## config.mk

```make
export PLATFORM = sky130hd
export DESIGN_NAME = csv_telemetry_record_formatter_unit
export DESIGN_NICKNAME = d
export VERILOG_FILES = /design/src/sv/ctrf_pkg.sv /design/src/sv/ctrf_front.sv /design/src/sv/ctrf_fifo.sv /design/src/sv/ctrf_back.sv /design/src/sv/ctrf_pack.sv /design/src/sv/csv_telemetry_record_formatter_unit.sv
export SDC_FILE = /design/constraint.sdc
export NUM_CORES = 2
export LEC_CHECK = 0
export ABC_AREA = 1
export CORE_ASPECT_RATIO = 0.6
export CORE_MARGIN = 2
export CORE_UTILIZATION = 50
export DETAILED_ROUTE_END_ITERATION = 8
export DONT_BUFFER_PORTS = 1
export PLACE_DENSITY = 0.69
export SYNTH_ARGS = -nofsm -noshare
export SYNTH_HDL_FRONTEND = slang
export SYNTH_SLANG_ARGS = --single-unit
```

## constraint.sdc

```tcl
create_clock -name clk -period 27.2 [get_ports clk]
set_input_delay 1.36 -clock clk [delete_from_list [all_inputs] [get_ports clk]]
set_output_delay 1.36 -clock clk [all_outputs]
set_load 0.1 [all_outputs]
```

## src/sv/ctrf_pkg.sv

```systemverilog
// Shared types, character codes and constants of the CSV telemetry record formatter.
package ctrf_pkg;

	localparam int VALUE_W      = 52;
	localparam int TIME_W       = 64;
	localparam int COUNT_W      = 32;
	localparam int SLOT_W       = 3;
	localparam int DIGITS_W     = 4;
	localparam int CFG_W        = 4;
	localparam int COMMA_W      = 6;
	localparam int MAX_CHUNKS   = 15;
	localparam int CHUNK_CNT_W  = 4;
	localparam int BCD_DIGITS   = 20;
	localparam int SCALED_W     = 30;
	localparam int BIN_W        = 64;
	localparam int ITER_W       = 7;

	localparam logic [CFG_W-1:0] SLOTS_RESET = 4'd4;

	localparam logic [7:0] CH_COMMA = 8'h2C;
	localparam logic [7:0] CH_MINUS = 8'h2D;
	localparam logic [7:0] CH_DOT   = 8'h2E;
	localparam logic [7:0] CH_ZERO  = 8'h30;
	localparam logic [7:0] CH_NL    = 8'h0A;

	typedef struct packed {
		logic [TIME_W-1:0]         elapsed_time_us;
		logic [COUNT_W-1:0]        aggregate_sample_number;
		logic [COUNT_W-1:0]        sensor_sample_number;
		logic [SLOT_W-1:0]         sensor_slot;
		logic [DIGITS_W-1:0]       decimal_digits;
		logic signed [VALUE_W-1:0] value_a;
		logic signed [VALUE_W-1:0] value_b;
		logic signed [VALUE_W-1:0] value_c;
	} in_item_t;

	typedef struct packed {
		logic [63:0] text_chunk;
		logic [3:0]  chunk_bytes;
		logic        last_chunk;
	} out_item_t;

	// Classified record handed from the front to the back.
	typedef struct packed {
		logic [TIME_W-1:0]             elapsed_time_us;
		logic [COUNT_W-1:0]            aggregate_sample_number;
		logic [COUNT_W-1:0]            sensor_sample_number;
		logic [DIGITS_W-1:0]           places;
		logic [COMMA_W-1:0]            lead;
		logic [COMMA_W-1:0]            trail;
		logic [2:0]                    neg;
		logic [2:0][VALUE_W-1:0]       mag;
	} rec_t;

	typedef struct packed {
		logic       valid;
		logic [7:0] code;
	} char_t;

	function automatic logic [SCALED_W-1:0] dec_pow(input logic [DIGITS_W-1:0] n);
		logic [SCALED_W-1:0] p;
		unique case (n)
			4'd0:    p = 30'd1;
			4'd1:    p = 30'd10;
			4'd2:    p = 30'd100;
			4'd3:    p = 30'd1000;
			4'd4:    p = 30'd10000;
			4'd5:    p = 30'd100000;
			4'd6:    p = 30'd1000000;
			4'd7:    p = 30'd10000000;
			4'd8:    p = 30'd100000000;
			4'd9:    p = 30'd1000000000;
			default: p = 30'd1;
		endcase
		return p;
	endfunction

endpackage

```

## src/sv/ctrf_front.sv

```systemverilog
// Front part: slot count register, input acceptance and record classification.
module ctrf_front #(
	parameter int MAX_SENSOR_SLOTS = 8,
	parameter int MAX_DECIMALS     = 5
) (
	input  logic                      clk,
	input  logic                      arst_n,
	input  logic                      cfg_valid,
	output logic                      cfg_ready,
	input  logic [ctrf_pkg::CFG_W-1:0] cfg_data,
	input  logic                      in_valid,
	output logic                      in_stall,
	input  ctrf_pkg::in_item_t        in_data,
	input  logic                      q_full,
	output logic                      q_push,
	output ctrf_pkg::rec_t            q_rec
);
	import ctrf_pkg::*;

	localparam logic [4:0]          MAXS = 5'(MAX_SENSOR_SLOTS);
	localparam logic [DIGITS_W-1:0] MAXD = DIGITS_W'(MAX_DECIMALS);

	logic [CFG_W-1:0]         slots_q;
	logic [4:0]               cfg5, eff5, last5, slot5, sl5, diff5;
	logic [2:0][VALUE_W-1:0]  raw;

	assign cfg_ready = 1'b1;

	always_ff @(posedge clk or negedge arst_n) begin
		if (!arst_n) begin
			slots_q <= SLOTS_RESET;
		end else if (cfg_valid) begin
			slots_q <= cfg_data;
		end
	end

	assign in_stall = q_full;
	assign q_push   = in_valid && !q_full;

	always_comb begin
		cfg5 = {1'b0, slots_q};
		if (cfg5 == 5'd0) begin
			eff5 = 5'd1;
		end else if (cfg5 > MAXS) begin
			eff5 = MAXS;
		end else begin
			eff5 = cfg5;
		end
		last5 = eff5 - 5'd1;
		slot5 = {2'b00, in_data.sensor_slot};
		sl5   = (slot5 > last5) ? last5 : slot5;
		diff5 = last5 - sl5;

		raw = {in_data.value_c, in_data.value_b, in_data.value_a};

		q_rec.elapsed_time_us         = in_data.elapsed_time_us;
		q_rec.aggregate_sample_number = in_data.aggregate_sample_number;
		q_rec.sensor_sample_number    = in_data.sensor_sample_number;
		q_rec.places = (in_data.decimal_digits > MAXD) ? MAXD : in_data.decimal_digits;
		q_rec.lead   = COMMA_W'({sl5, 1'b0}) + COMMA_W'(sl5);
		q_rec.trail  = COMMA_W'({diff5, 1'b0}) + COMMA_W'(diff5);
		for (int i = 0; i < 3; i++) begin
			q_rec.neg[i] = raw[i][VALUE_W-1];
			q_rec.mag[i] = raw[i][VALUE_W-1] ? (~raw[i] + VALUE_W'(1)) : raw[i];
		end
	end

endmodule

```

## src/sv/ctrf_fifo.sv

```systemverilog
// Two-entry record queue between the front and the back.
module ctrf_fifo (
	input  logic           clk,
	input  logic           arst_n,
	input  logic           push,
	input  ctrf_pkg::rec_t push_data,
	output logic           full,
	input  logic           pop,
	output ctrf_pkg::rec_t pop_data,
	output logic           not_empty
);
	import ctrf_pkg::*;

	rec_t       mem_q [2];
	logic       wr_q, rd_q;
	logic [1:0] count_q;

	assign full      = (count_q == 2'd2);
	assign not_empty = (count_q != 2'd0);
	assign pop_data  = mem_q[rd_q];

	always_ff @(posedge clk or negedge arst_n) begin
		if (!arst_n) begin
			wr_q    <= 1'b0;
			rd_q    <= 1'b0;
			count_q <= 2'd0;
		end else begin
			if (push) begin
				wr_q <= !wr_q;
			end
			if (pop) begin
				rd_q <= !rd_q;
			end
			count_q <= count_q + 2'(push) - 2'(pop);
		end
	end

	always_ff @(posedge clk) begin
		if (push) begin
			mem_q[wr_q] <= push_data;
		end
	end

endmodule

```

## src/sv/ctrf_back.sv

```systemverilog
// Back part: line sequencer with a shared bit-serial binary to decimal converter.
module ctrf_back #(
	parameter int FRACTION_BITS = 20
) (
	input  logic           clk,
	input  logic           arst_n,
	input  logic           rec_valid,
	input  ctrf_pkg::rec_t rec,
	output logic           rec_pop,
	output ctrf_pkg::char_t ch,
	input  logic           ch_ready
);
	import ctrf_pkg::*;

	localparam int IW = VALUE_W - FRACTION_BITS + 1;
	localparam int PW = FRACTION_BITS + SCALED_W;

	typedef enum logic [13:0] {
		ST_IDLE  = 14'b00000000000001,
		ST_LOAD  = 14'b00000000000010,
		ST_MUL   = 14'b00000000000100,
		ST_RND   = 14'b00000000001000,
		ST_SIGN  = 14'b00000000010000,
		ST_CONV  = 14'b00000000100000,
		ST_INT   = 14'b00000001000000,
		ST_SEP   = 14'b00000010000000,
		ST_LEAD  = 14'b00000100000000,
		ST_DOT   = 14'b00001000000000,
		ST_FRAC  = 14'b00010000000000,
		ST_TRAIL = 14'b00100000000000,
		ST_NL    = 14'b01000000000000
	} state_t;

	state_t                          state_q;
	rec_t                            rec_q;
	logic [2:0]                      fld_q;
	logic [BIN_W-1:0]                bin_q;
	logic [BCD_DIGITS-1:0][3:0]      bcd_q;
	logic [ITER_W-1:0]               it_q;
	logic                            frac_q;
	logic [4:0]                      di_q;
	logic                            started_q;
	logic [3:0]                      lo_q;
	logic [COMMA_W-1:0]              cnt_q;
	logic                            vneg_q;
	logic [IW-1:0]                   ipart_q;
	logic [FRACTION_BITS-1:0]        fpart_q;
	logic [SCALED_W-1:0]             pow_q;
	logic [PW-1:0]                   prod_q;
	logic [SCALED_W-1:0]             scaled_q;

	logic [3:0]                      digit;
	logic                            emit;
	logic [7:0]                      code;
	logic [BCD_DIGITS-1:0][3:0]      adj;
	logic [BCD_DIGITS*4-1:0]         adj_flat;
	logic [3:0]                      lo;
	logic [1:0]                      vidx;
	logic [VALUE_W-1:0]              vmag;
	logic [PW:0]                     rnd;
	logic [SCALED_W:0]               sc;
	logic                            fe_frac;

	assign digit   = bcd_q[di_q];
	assign vidx    = 2'(fld_q - 3'd3);
	assign vmag    = rec_q.mag[vidx];
	assign rnd     = {1'b0, prod_q} + ((PW+1)'(1) << (FRACTION_BITS - 1));
	assign sc      = rnd[PW:FRACTION_BITS];
	assign fe_frac = (fld_q >= 3'd3) && !frac_q && (scaled_q != '0);
	assign rec_pop = (state_q == ST_IDLE) && rec_valid;

	always_comb begin
		emit = 1'b0;
		code = CH_COMMA;
		unique case (state_q)
			ST_SIGN: begin
				emit = vneg_q;
				code = CH_MINUS;
			end
			ST_INT: begin
				emit = started_q || (digit != 4'd0) || (di_q == 5'd0);
				code = CH_ZERO + {4'd0, digit};
			end
			ST_SEP:             emit = 1'b1;
			ST_LEAD, ST_TRAIL:  emit = (cnt_q != '0);
			ST_DOT: begin
				emit = 1'b1;
				code = CH_DOT;
			end
			ST_FRAC: begin
				emit = 1'b1;
				code = CH_ZERO + {4'd0, digit};
			end
			ST_NL: begin
				emit = 1'b1;
				code = CH_NL;
			end
			default: emit = 1'b0;
		endcase
	end

	assign ch.valid = emit;
	assign ch.code  = code;

	// Shift-and-add-three step of the decimal converter, and the lowest nonzero digit of the ten lowest.
	always_comb begin
		for (int i = 0; i < BCD_DIGITS; i++) begin
			adj[i] = (bcd_q[i] >= 4'd5) ? bcd_q[i] + 4'd3 : bcd_q[i];
		end
		adj_flat = adj;
		lo = 4'd0;
		for (int i = 9; i >= 0; i--) begin
			if (bcd_q[i] != 4'd0) begin
				lo = 4'(i);
			end
		end
	end

	always_ff @(posedge clk or negedge arst_n) begin
		if (!arst_n) begin
			state_q   <= ST_IDLE;
			rec_q     <= '0;
			fld_q     <= '0;
			bin_q     <= '0;
			bcd_q     <= '0;
			it_q      <= '0;
			frac_q    <= 1'b0;
			di_q      <= '0;
			started_q <= 1'b0;
			lo_q      <= '0;
			cnt_q     <= '0;
			vneg_q    <= 1'b0;
			ipart_q   <= '0;
			fpart_q   <= '0;
			pow_q     <= '0;
			prod_q    <= '0;
			scaled_q  <= '0;
		end else begin
			unique case (state_q)
				ST_IDLE: begin
					if (rec_valid) begin
						rec_q   <= rec;
						fld_q   <= 3'd0;
						state_q <= ST_LOAD;
					end
				end
				ST_LOAD: begin
					frac_q <= 1'b0;
					bcd_q  <= '0;
					if (fld_q == 3'd0) begin
						bin_q   <= rec_q.elapsed_time_us;
						it_q    <= ITER_W'(BIN_W);
						state_q <= ST_CONV;
					end else if (fld_q == 3'd1) begin
						bin_q   <= {rec_q.aggregate_sample_number, 32'd0};
						it_q    <= ITER_W'(COUNT_W);
						state_q <= ST_CONV;
					end else if (fld_q == 3'd2) begin
						bin_q   <= {rec_q.sensor_sample_number, 32'd0};
						it_q    <= ITER_W'(COUNT_W);
						state_q <= ST_CONV;
					end else begin
						vneg_q  <= rec_q.neg[vidx];
						ipart_q <= IW'(vmag >> FRACTION_BITS);
						fpart_q <= vmag[FRACTION_BITS-1:0];
						pow_q   <= dec_pow(rec_q.places);
						state_q <= ST_MUL;
					end
				end
				ST_MUL: begin
					prod_q  <= PW'(fpart_q) * PW'(pow_q);
					state_q <= ST_RND;
				end
				ST_RND: begin
					if (sc >= {1'b0, pow_q}) begin
						ipart_q  <= ipart_q + IW'(1);
						scaled_q <= '0;
					end else begin
						scaled_q <= sc[SCALED_W-1:0];
					end
					state_q <= ST_SIGN;
				end
				ST_SIGN: begin
					if (!vneg_q || ch_ready) begin
						bin_q   <= BIN_W'(ipart_q) << (BIN_W - IW);
						bcd_q   <= '0;
						it_q    <= ITER_W'(IW);
						frac_q  <= 1'b0;
						state_q <= ST_CONV;
					end
				end
				ST_CONV: begin
					if (it_q != '0) begin
						bcd_q <= {adj_flat[BCD_DIGITS*4-2:0], bin_q[BIN_W-1]};
						bin_q <= {bin_q[BIN_W-2:0], 1'b0};
						it_q  <= it_q - ITER_W'(1);
					end else begin
						di_q      <= 5'(BCD_DIGITS - 1);
						started_q <= 1'b0;
						state_q   <= frac_q ? ST_DOT : ST_INT;
					end
				end
				ST_INT: begin
					if (!emit || ch_ready) begin
						if (emit) begin
							started_q <= 1'b1;
						end
						if (di_q != 5'd0) begin
							di_q <= di_q - 5'd1;
						end else if (fe_frac) begin
							bin_q   <= BIN_W'(scaled_q) << (BIN_W - SCALED_W);
							bcd_q   <= '0;
							it_q    <= ITER_W'(SCALED_W);
							frac_q  <= 1'b1;
							state_q <= ST_CONV;
						end else if (fld_q == 3'd5) begin
							cnt_q   <= rec_q.trail;
							state_q <= ST_TRAIL;
						end else begin
							state_q <= ST_SEP;
						end
					end
				end
				ST_SEP: begin
					if (ch_ready) begin
						fld_q <= fld_q + 3'd1;
						if (fld_q == 3'd2) begin
							cnt_q   <= rec_q.lead;
							state_q <= ST_LEAD;
						end else begin
							state_q <= ST_LOAD;
						end
					end
				end
				ST_LEAD: begin
					if (cnt_q == '0) begin
						state_q <= ST_LOAD;
					end else if (ch_ready) begin
						cnt_q <= cnt_q - COMMA_W'(1);
					end
				end
				ST_DOT: begin
					if (ch_ready) begin
						di_q    <= 5'(rec_q.places) - 5'd1;
						lo_q    <= lo;
						state_q <= ST_FRAC;
					end
				end
				ST_FRAC: begin
					if (ch_ready) begin
						if (di_q != {1'b0, lo_q}) begin
							di_q <= di_q - 5'd1;
						end else if (fld_q == 3'd5) begin
							cnt_q   <= rec_q.trail;
							state_q <= ST_TRAIL;
						end else begin
							state_q <= ST_SEP;
						end
					end
				end
				ST_TRAIL: begin
					if (cnt_q == '0) begin
						state_q <= ST_NL;
					end else if (ch_ready) begin
						cnt_q <= cnt_q - COMMA_W'(1);
					end
				end
				ST_NL: begin
					if (ch_ready) begin
						state_q <= ST_IDLE;
					end
				end
				default: state_q <= ST_IDLE;
			endcase
		end
	end

endmodule

```

## src/sv/ctrf_pack.sv

```systemverilog
// Packs the character stream into chunks of up to eight bytes with an output register.
module ctrf_pack (
	input  logic                clk,
	input  logic                arst_n,
	input  ctrf_pkg::char_t     ch,
	output logic                ch_ready,
	output logic                out_valid,
	input  logic                out_stall,
	output ctrf_pkg::out_item_t out_data
);
	import ctrf_pkg::*;

	logic [63:0]            acc_q;
	logic [2:0]             cnt_q;
	logic [CHUNK_CNT_W-1:0] chunk_q;
	logic                   drop_q;
	logic                   valid_q;
	out_item_t              out_q;

	logic        take, nl, cap, flush;
	logic [63:0] word;

	assign ch_ready  = !valid_q || !out_stall;
	assign take      = ch.valid && ch_ready;
	assign nl        = (ch.code == CH_NL);
	assign cap       = (chunk_q == CHUNK_CNT_W'(MAX_CHUNKS - 1));
	assign flush     = take && !drop_q && (nl || (cnt_q == 3'd7));
	assign out_valid = valid_q;
	assign out_data  = out_q;

	always_comb begin
		word = acc_q;
		word[{cnt_q, 3'b000} +: 8] = ch.code;
	end

	always_ff @(posedge clk or negedge arst_n) begin
		if (!arst_n) begin
			acc_q   <= '0;
			cnt_q   <= '0;
			chunk_q <= '0;
			drop_q  <= 1'b0;
			valid_q <= 1'b0;
			out_q   <= '0;
		end else begin
			if (take) begin
				if (drop_q) begin
					if (nl) begin
						drop_q  <= 1'b0;
						chunk_q <= '0;
					end
				end else if (flush) begin
					out_q.text_chunk  <= word;
					out_q.chunk_bytes <= {1'b0, cnt_q} + 4'd1;
					out_q.last_chunk  <= nl || cap;
					acc_q             <= '0;
					cnt_q             <= '0;
					chunk_q           <= nl ? '0 : chunk_q + CHUNK_CNT_W'(1);
					drop_q            <= cap && !nl;
				end else begin
					acc_q <= word;
					cnt_q <= cnt_q + 3'd1;
				end
			end
			if (flush) begin
				valid_q <= 1'b1;
			end else if (!out_stall) begin
				valid_q <= 1'b0;
			end
		end
	end

endmodule

```

## src/sv/csv_telemetry_record_formatter_unit.sv

```systemverilog
// Top level of the CSV telemetry record formatter: front, record queue, back and chunk packer.
//
//   channel   direction  handshake                 payload
//   cfg       in         cfg_valid / cfg_ready      cfg_data (sensor_slots)
//   in        in         in_valid / in_stall        in_data (one telemetry record)
//   out       out        out_valid / out_stall      out_data (one text chunk)
//
// A record is processed field by field: the back converts each number to decimal in a
// shared shift-and-add-three unit at one bit per cycle (the counters, then each value's
// integer part, and its fraction only when the rounded fraction is nonzero), then walks
// the 20 digit positions of every integer and issues each other character in turn.
// Reset is asynchronous and active low; it restores the slot count of four and empties the queue.
// The front keeps accepting records into a two-entry queue while the back works, and the
// packer's output register lets the back go on while a finished chunk waits; a chunk held
// by out_stall stops the back at its next character.
module csv_telemetry_record_formatter_unit #(
	parameter int MAX_SENSOR_SLOTS = 8,
	parameter int FRACTION_BITS    = 20,
	parameter int MAX_DECIMALS     = 5
) (
	input  logic                       clk,
	input  logic                       arst_n,
	input  logic                       cfg_valid,
	output logic                       cfg_ready,
	input  logic [ctrf_pkg::CFG_W-1:0] cfg_data,
	input  logic                       in_valid,
	output logic                       in_stall,
	input  ctrf_pkg::in_item_t         in_data,
	output logic                       out_valid,
	input  logic                       out_stall,
	output ctrf_pkg::out_item_t        out_data
);
	import ctrf_pkg::*;

	// Front to queue.
	logic  q_push, q_full;
	rec_t  q_rec;
	// Queue to back.
	logic  q_pop, q_not_empty;
	rec_t  q_head;
	// Back to packer: one character per transaction.
	char_t ch;
	logic  ch_ready;

	// The front clamps the slot and the decimals, derives the comma counts and takes each value's
	// sign and magnitude, so the back starts from an already classified record.
	ctrf_front #(
		.MAX_SENSOR_SLOTS(MAX_SENSOR_SLOTS),
		.MAX_DECIMALS    (MAX_DECIMALS)
	) u_front (
		.clk      (clk),
		.arst_n   (arst_n),
		.cfg_valid(cfg_valid),
		.cfg_ready(cfg_ready),
		.cfg_data (cfg_data),
		.in_valid (in_valid),
		.in_stall (in_stall),
		.in_data  (in_data),
		.q_full   (q_full),
		.q_push   (q_push),
		.q_rec    (q_rec)
	);

	ctrf_fifo u_fifo (
		.clk      (clk),
		.arst_n   (arst_n),
		.push     (q_push),
		.push_data(q_rec),
		.full     (q_full),
		.pop      (q_pop),
		.pop_data (q_head),
		.not_empty(q_not_empty)
	);

	// The back walks the line field by field and issues one character per transaction.
	ctrf_back #(
		.FRACTION_BITS(FRACTION_BITS)
	) u_back (
		.clk      (clk),
		.arst_n   (arst_n),
		.rec_valid(q_not_empty),
		.rec      (q_head),
		.rec_pop  (q_pop),
		.ch       (ch),
		.ch_ready (ch_ready)
	);

	// The packer collects characters into chunks, flushes on the eighth byte or the newline,
	// and cuts an overlong line after the last allowed chunk.
	ctrf_pack u_pack (
		.clk      (clk),
		.arst_n   (arst_n),
		.ch       (ch),
		.ch_ready (ch_ready),
		.out_valid(out_valid),
		.out_stall(out_stall),
		.out_data (out_data)
	);

endmodule

```

==> impl_metrics.toml <==
[global_routing]
grt_first_pass_wirelength_um = 370000
grt_pass1_vias = 62000
grt_max_degree = 218
grt.total_usage_pct = 27.9
antenna_found_initial = 9
overflow = 0

[finish]
final_cell_count_no_fill = 11300
syn2layout_area_growth_pct = 7.57
regArea_um2 = 37600
fillers = 14800
multiInputGateArea_um2 = 39600
nets = 10000
drive_gt1_share_pct = 4.58

[floorplanning]
die_y_um = 322
rows = 116
core_um2 = 167000
die_area_um2 = 172000
die_w_um = 534
ioPinCount = 372
start_util_pct = 50.5

[sta]
final_hold_viol_count = 0
final.setup.tns_ps = 0
period_minus_slack_ps = 8610
final-setup-viol-count = 0
post-route-period-util_pct = 31.7
rsz0062_at_grt = "no"
final_max_slew_viol_count = 0
max-slew-margin-rel_pct = 7.73
setup_slack_ps = 18590
worst_pin_slew_ps = 1380
fin_worst_skew_ps = 95.1
clock.fmax_mhz = 116

[placed_design]
pre_cts_ws_ps = 18910
port_buffers = 0
place_congestion = 0.964
dp_hpwl_um = 176000
dp.cells = 11100

[synth]
synth_edf_count = 606
syn_area_um2 = 84300
synth-seq-area-share_pct = 44.6
yosys.area.top_type = "dfrtp_1"
synth_top_area_share_pct = 22.9
syn_area_per_cell_um2 = 9.23
synthMostInstantiatedCell = "nand2_1"
ys_async_sr_fraction_pct = 56.1
synth_ff_type = "dfrtp_1"
ys_top_cells_by_area = "dfrtp_1 23%, edfxtp_1 22%, fa_1 12%"
syn_inst = 9132
ys_warn_count = 0
ys_ff_latch = 1381
yosys-top-cells-count = "2108 x nand2_1, 1438 x inv_1, 817 x o21ai_0, 773 x dfrtp_1, 606 x edfxtp_1"
ys_types = 73

[critical_path]
worstPathArrival_ps = 9210
crit_path_end_kind = "flip-flop"
crit_slowest_cell = "dfrtp_1"
worstPathCellList = "nand2_1 -> inv_1 -> fa_1 -> fa_1 -> fa_1 -> fa_1 -> fa_1 -> fa_1 -> inv_1 -> fa_1 -> inv_1 -> ha_1 -> a21oi_1 -> o21ai_0 -> o21bai_1 -> a21oi_1 -> nand2_1 -> or2_2 -> nand3_1 -> o21ai_0"
crit_fanout = 24
slowest_delay_ps = 1160
cpMostUsedCell = "fa_1"
crit_path_start_kind = "flip-flop"
worstSetupPathType = "reg2reg"
required_ps = 27800

[cts]
cts_resized = 0
cts_setup_buffers = 0
cts-hold-fix-buffers = 0
clk_latency_ps = 820
cts_tree = "yes"
cts-htree-levels = 4
clockRootBuffer = "clkbuf_16"
clkTransAtPathRegs_ps = 70
cts_inserted_buffers = 142
clkSinkCount = 1381
cts.path.max_buffers = 4

[detailed_routing]
drtAntennaViolNets = 0
vias = 63500
wl_per_cell_um = 21.2
wl_um = 239000
drtIter0Drc = 7465
drc = 0
firstDrtPassIters = 6
viasPerCell = 5.61

[min_path]
min_path_type = "in2async"

[outcome]
outcome = "finished, final reports clean"

[flow_run]
drv_cap = 0

[power]
leakagePower_nw = 45.5
ir_worst_vdd_mv = 0.0831
powerDensity_nw_per_um2 = 53.4
[state kept, by name, indices dropped and copies added, names as in the netlist, 2 cells and up]
| register | flops |
|---|---|
| u_pack.acc_q | 64 |
| u_fifo.count_q | 2 |
| u_back.prod_q | 31 |
| u_back.fpart_q | 20 |
| u_back.state_q | 13 |
| u_pack.out_data | 69 |
| u_back.ipart_q | 33 |
| u_back.lo_q | 4 |
| u_fifo.mem_q | 606 |
| u_back.bcd_q | 80 |
| u_pack.cnt_q | 3 |
| u_back.di_q | 5 |
| u_back.scaled_q | 30 |
| u_back.rec_q | 303 |
| u_back.fld_q | 3 |
| u_front.slots_q | 4 |
| u_pack.chunk_q | 4 |
| u_back.cnt_q | 6 |
| u_back.pow_q | 23 |
| u_back.bin_q | 64 |
| u_back.it_q | 7 |
[area by class of cell]
cell class	count	share of cell area (%)
clock inverters	46	0.508
well taps	2242	3.09
repair buffers	70	0.759
multi-input cells	5893	43.6
inverters	1483	6.15
clock buffers	202	4.41
diodes	1	0.00276
flip-flops and latches	1381	41.4
[cells in the final DEF (no fill, tap or decap), types with 42 or more instances in the layout]
cell type and n:
inv_1 1437, dfrtp_1 771, nand3_1 258, edfxtp_1 606
o22ai_1 47, nor2_1 470, xor2_1 171, nand4_1 88
o21ai_0 817, clkbuf_16 146, fa_1 503, buf_4 60
mux2i_1 304, a21oi_1 146, clkbuf_1 42, o21ai_1 132
nand2_1 2108, ha_1 275, xnor2_1 71, nor3_1 112
[worst max-delay path: cells and delay by family (launching register included)]
family | cells | cell delay, ps
compound gates | 5 | 1630
fa+ha+maj | 8 | 4100
buf+inv | 3 | 430
flops | 1 | 1160
simple gates | 4 | 1080
[layer usage]
| metal | vias up | GRT usage, % | part of all wire (%) |
|---|---|---|---|
| met4 | 6 | 5.43 | 1.8 |
| li1 | 29000 | - | - |
| met1 | 31400 | 43.2 | 46 |
| met5 | - | 0 | 0.018 |
| met2 | 2745 | 39.5 | 42 |
| met3 | 287 | 6.80 | 10 |
[metrics by stage]
| stage | cell area (um2) | utilization (%) | total power, mW | hold slack, ps |
|---|---|---|---|---|
| after floorplan | 84300 | - | 2.91 | 432 |
| after global placement | 86200 | 51.6 | 2.93 | 453 |
| after global routing | 90700 | 54.3 | 5.01 | 274 |
| after CTS | 90700 | 54.3 | 4.88 | 259 |
| final | 90700 | 54.3 | 4.84 | 332 |
| after detailed placement | 86200 | 51.6 | 2.95 | 456 |
[cell families after synthesis]
| group | count (synthesis) | synth area share (%) |
|---|---|---|
| other cells | 2 | 0.00891 |
| buf+inv | 1862 | 8.58 |
| fa+ha+maj | 778 | 16.0 |
| flops | 1381 | 44.6 |
| simple gates | 3185 | 15.7 |
| xor+xnor | 242 | 2.51 |
| compound gates | 1375 | 8.99 |
| mux | 307 | 3.65 |
[path summary, 6_finish.rpt]
check,from,endpoint,slack (ps),depth (start not counted)
worst min-delay path,arst_n,u_front.slots_q[1]$_DFFE_PN0P_,330,0
max in group asynchronous,arst_n,u_back.fpart_q[6]$_DFFE_PN0P_,23530,4
worst max-delay path,u_back.fpart_q[18]$_DFFE_PN0P_,u_back.prod_q[32]$_DFFE_PN0P_,18590,20
min in group clk,u_back.bin_q[49]$_DFFE_PN0P_,u_back.bin_q[49]$_DFFE_PN0P_,470,2
worst min register to register,u_back.bin_q[49]$_DFFE_PN0P_,u_back.bin_q[49]$_DFFE_PN0P_,470,2
worst max register to register,u_back.fpart_q[18]$_DFFE_PN0P_,u_back.prod_q[32]$_DFFE_PN0P_,18590,20
[report_power, final]
| part | leakage [nW] | internal (mW) | switching [mW] |
|---|---|---|---|
| clock | 2.18 | 1.10 | 0.829 |
| combinational | 27.9 | 0.0986 | 0.294 |
| sequential | 15.4 | 2.47 | 0.0483 |
(Power assumes the default switching activity.)
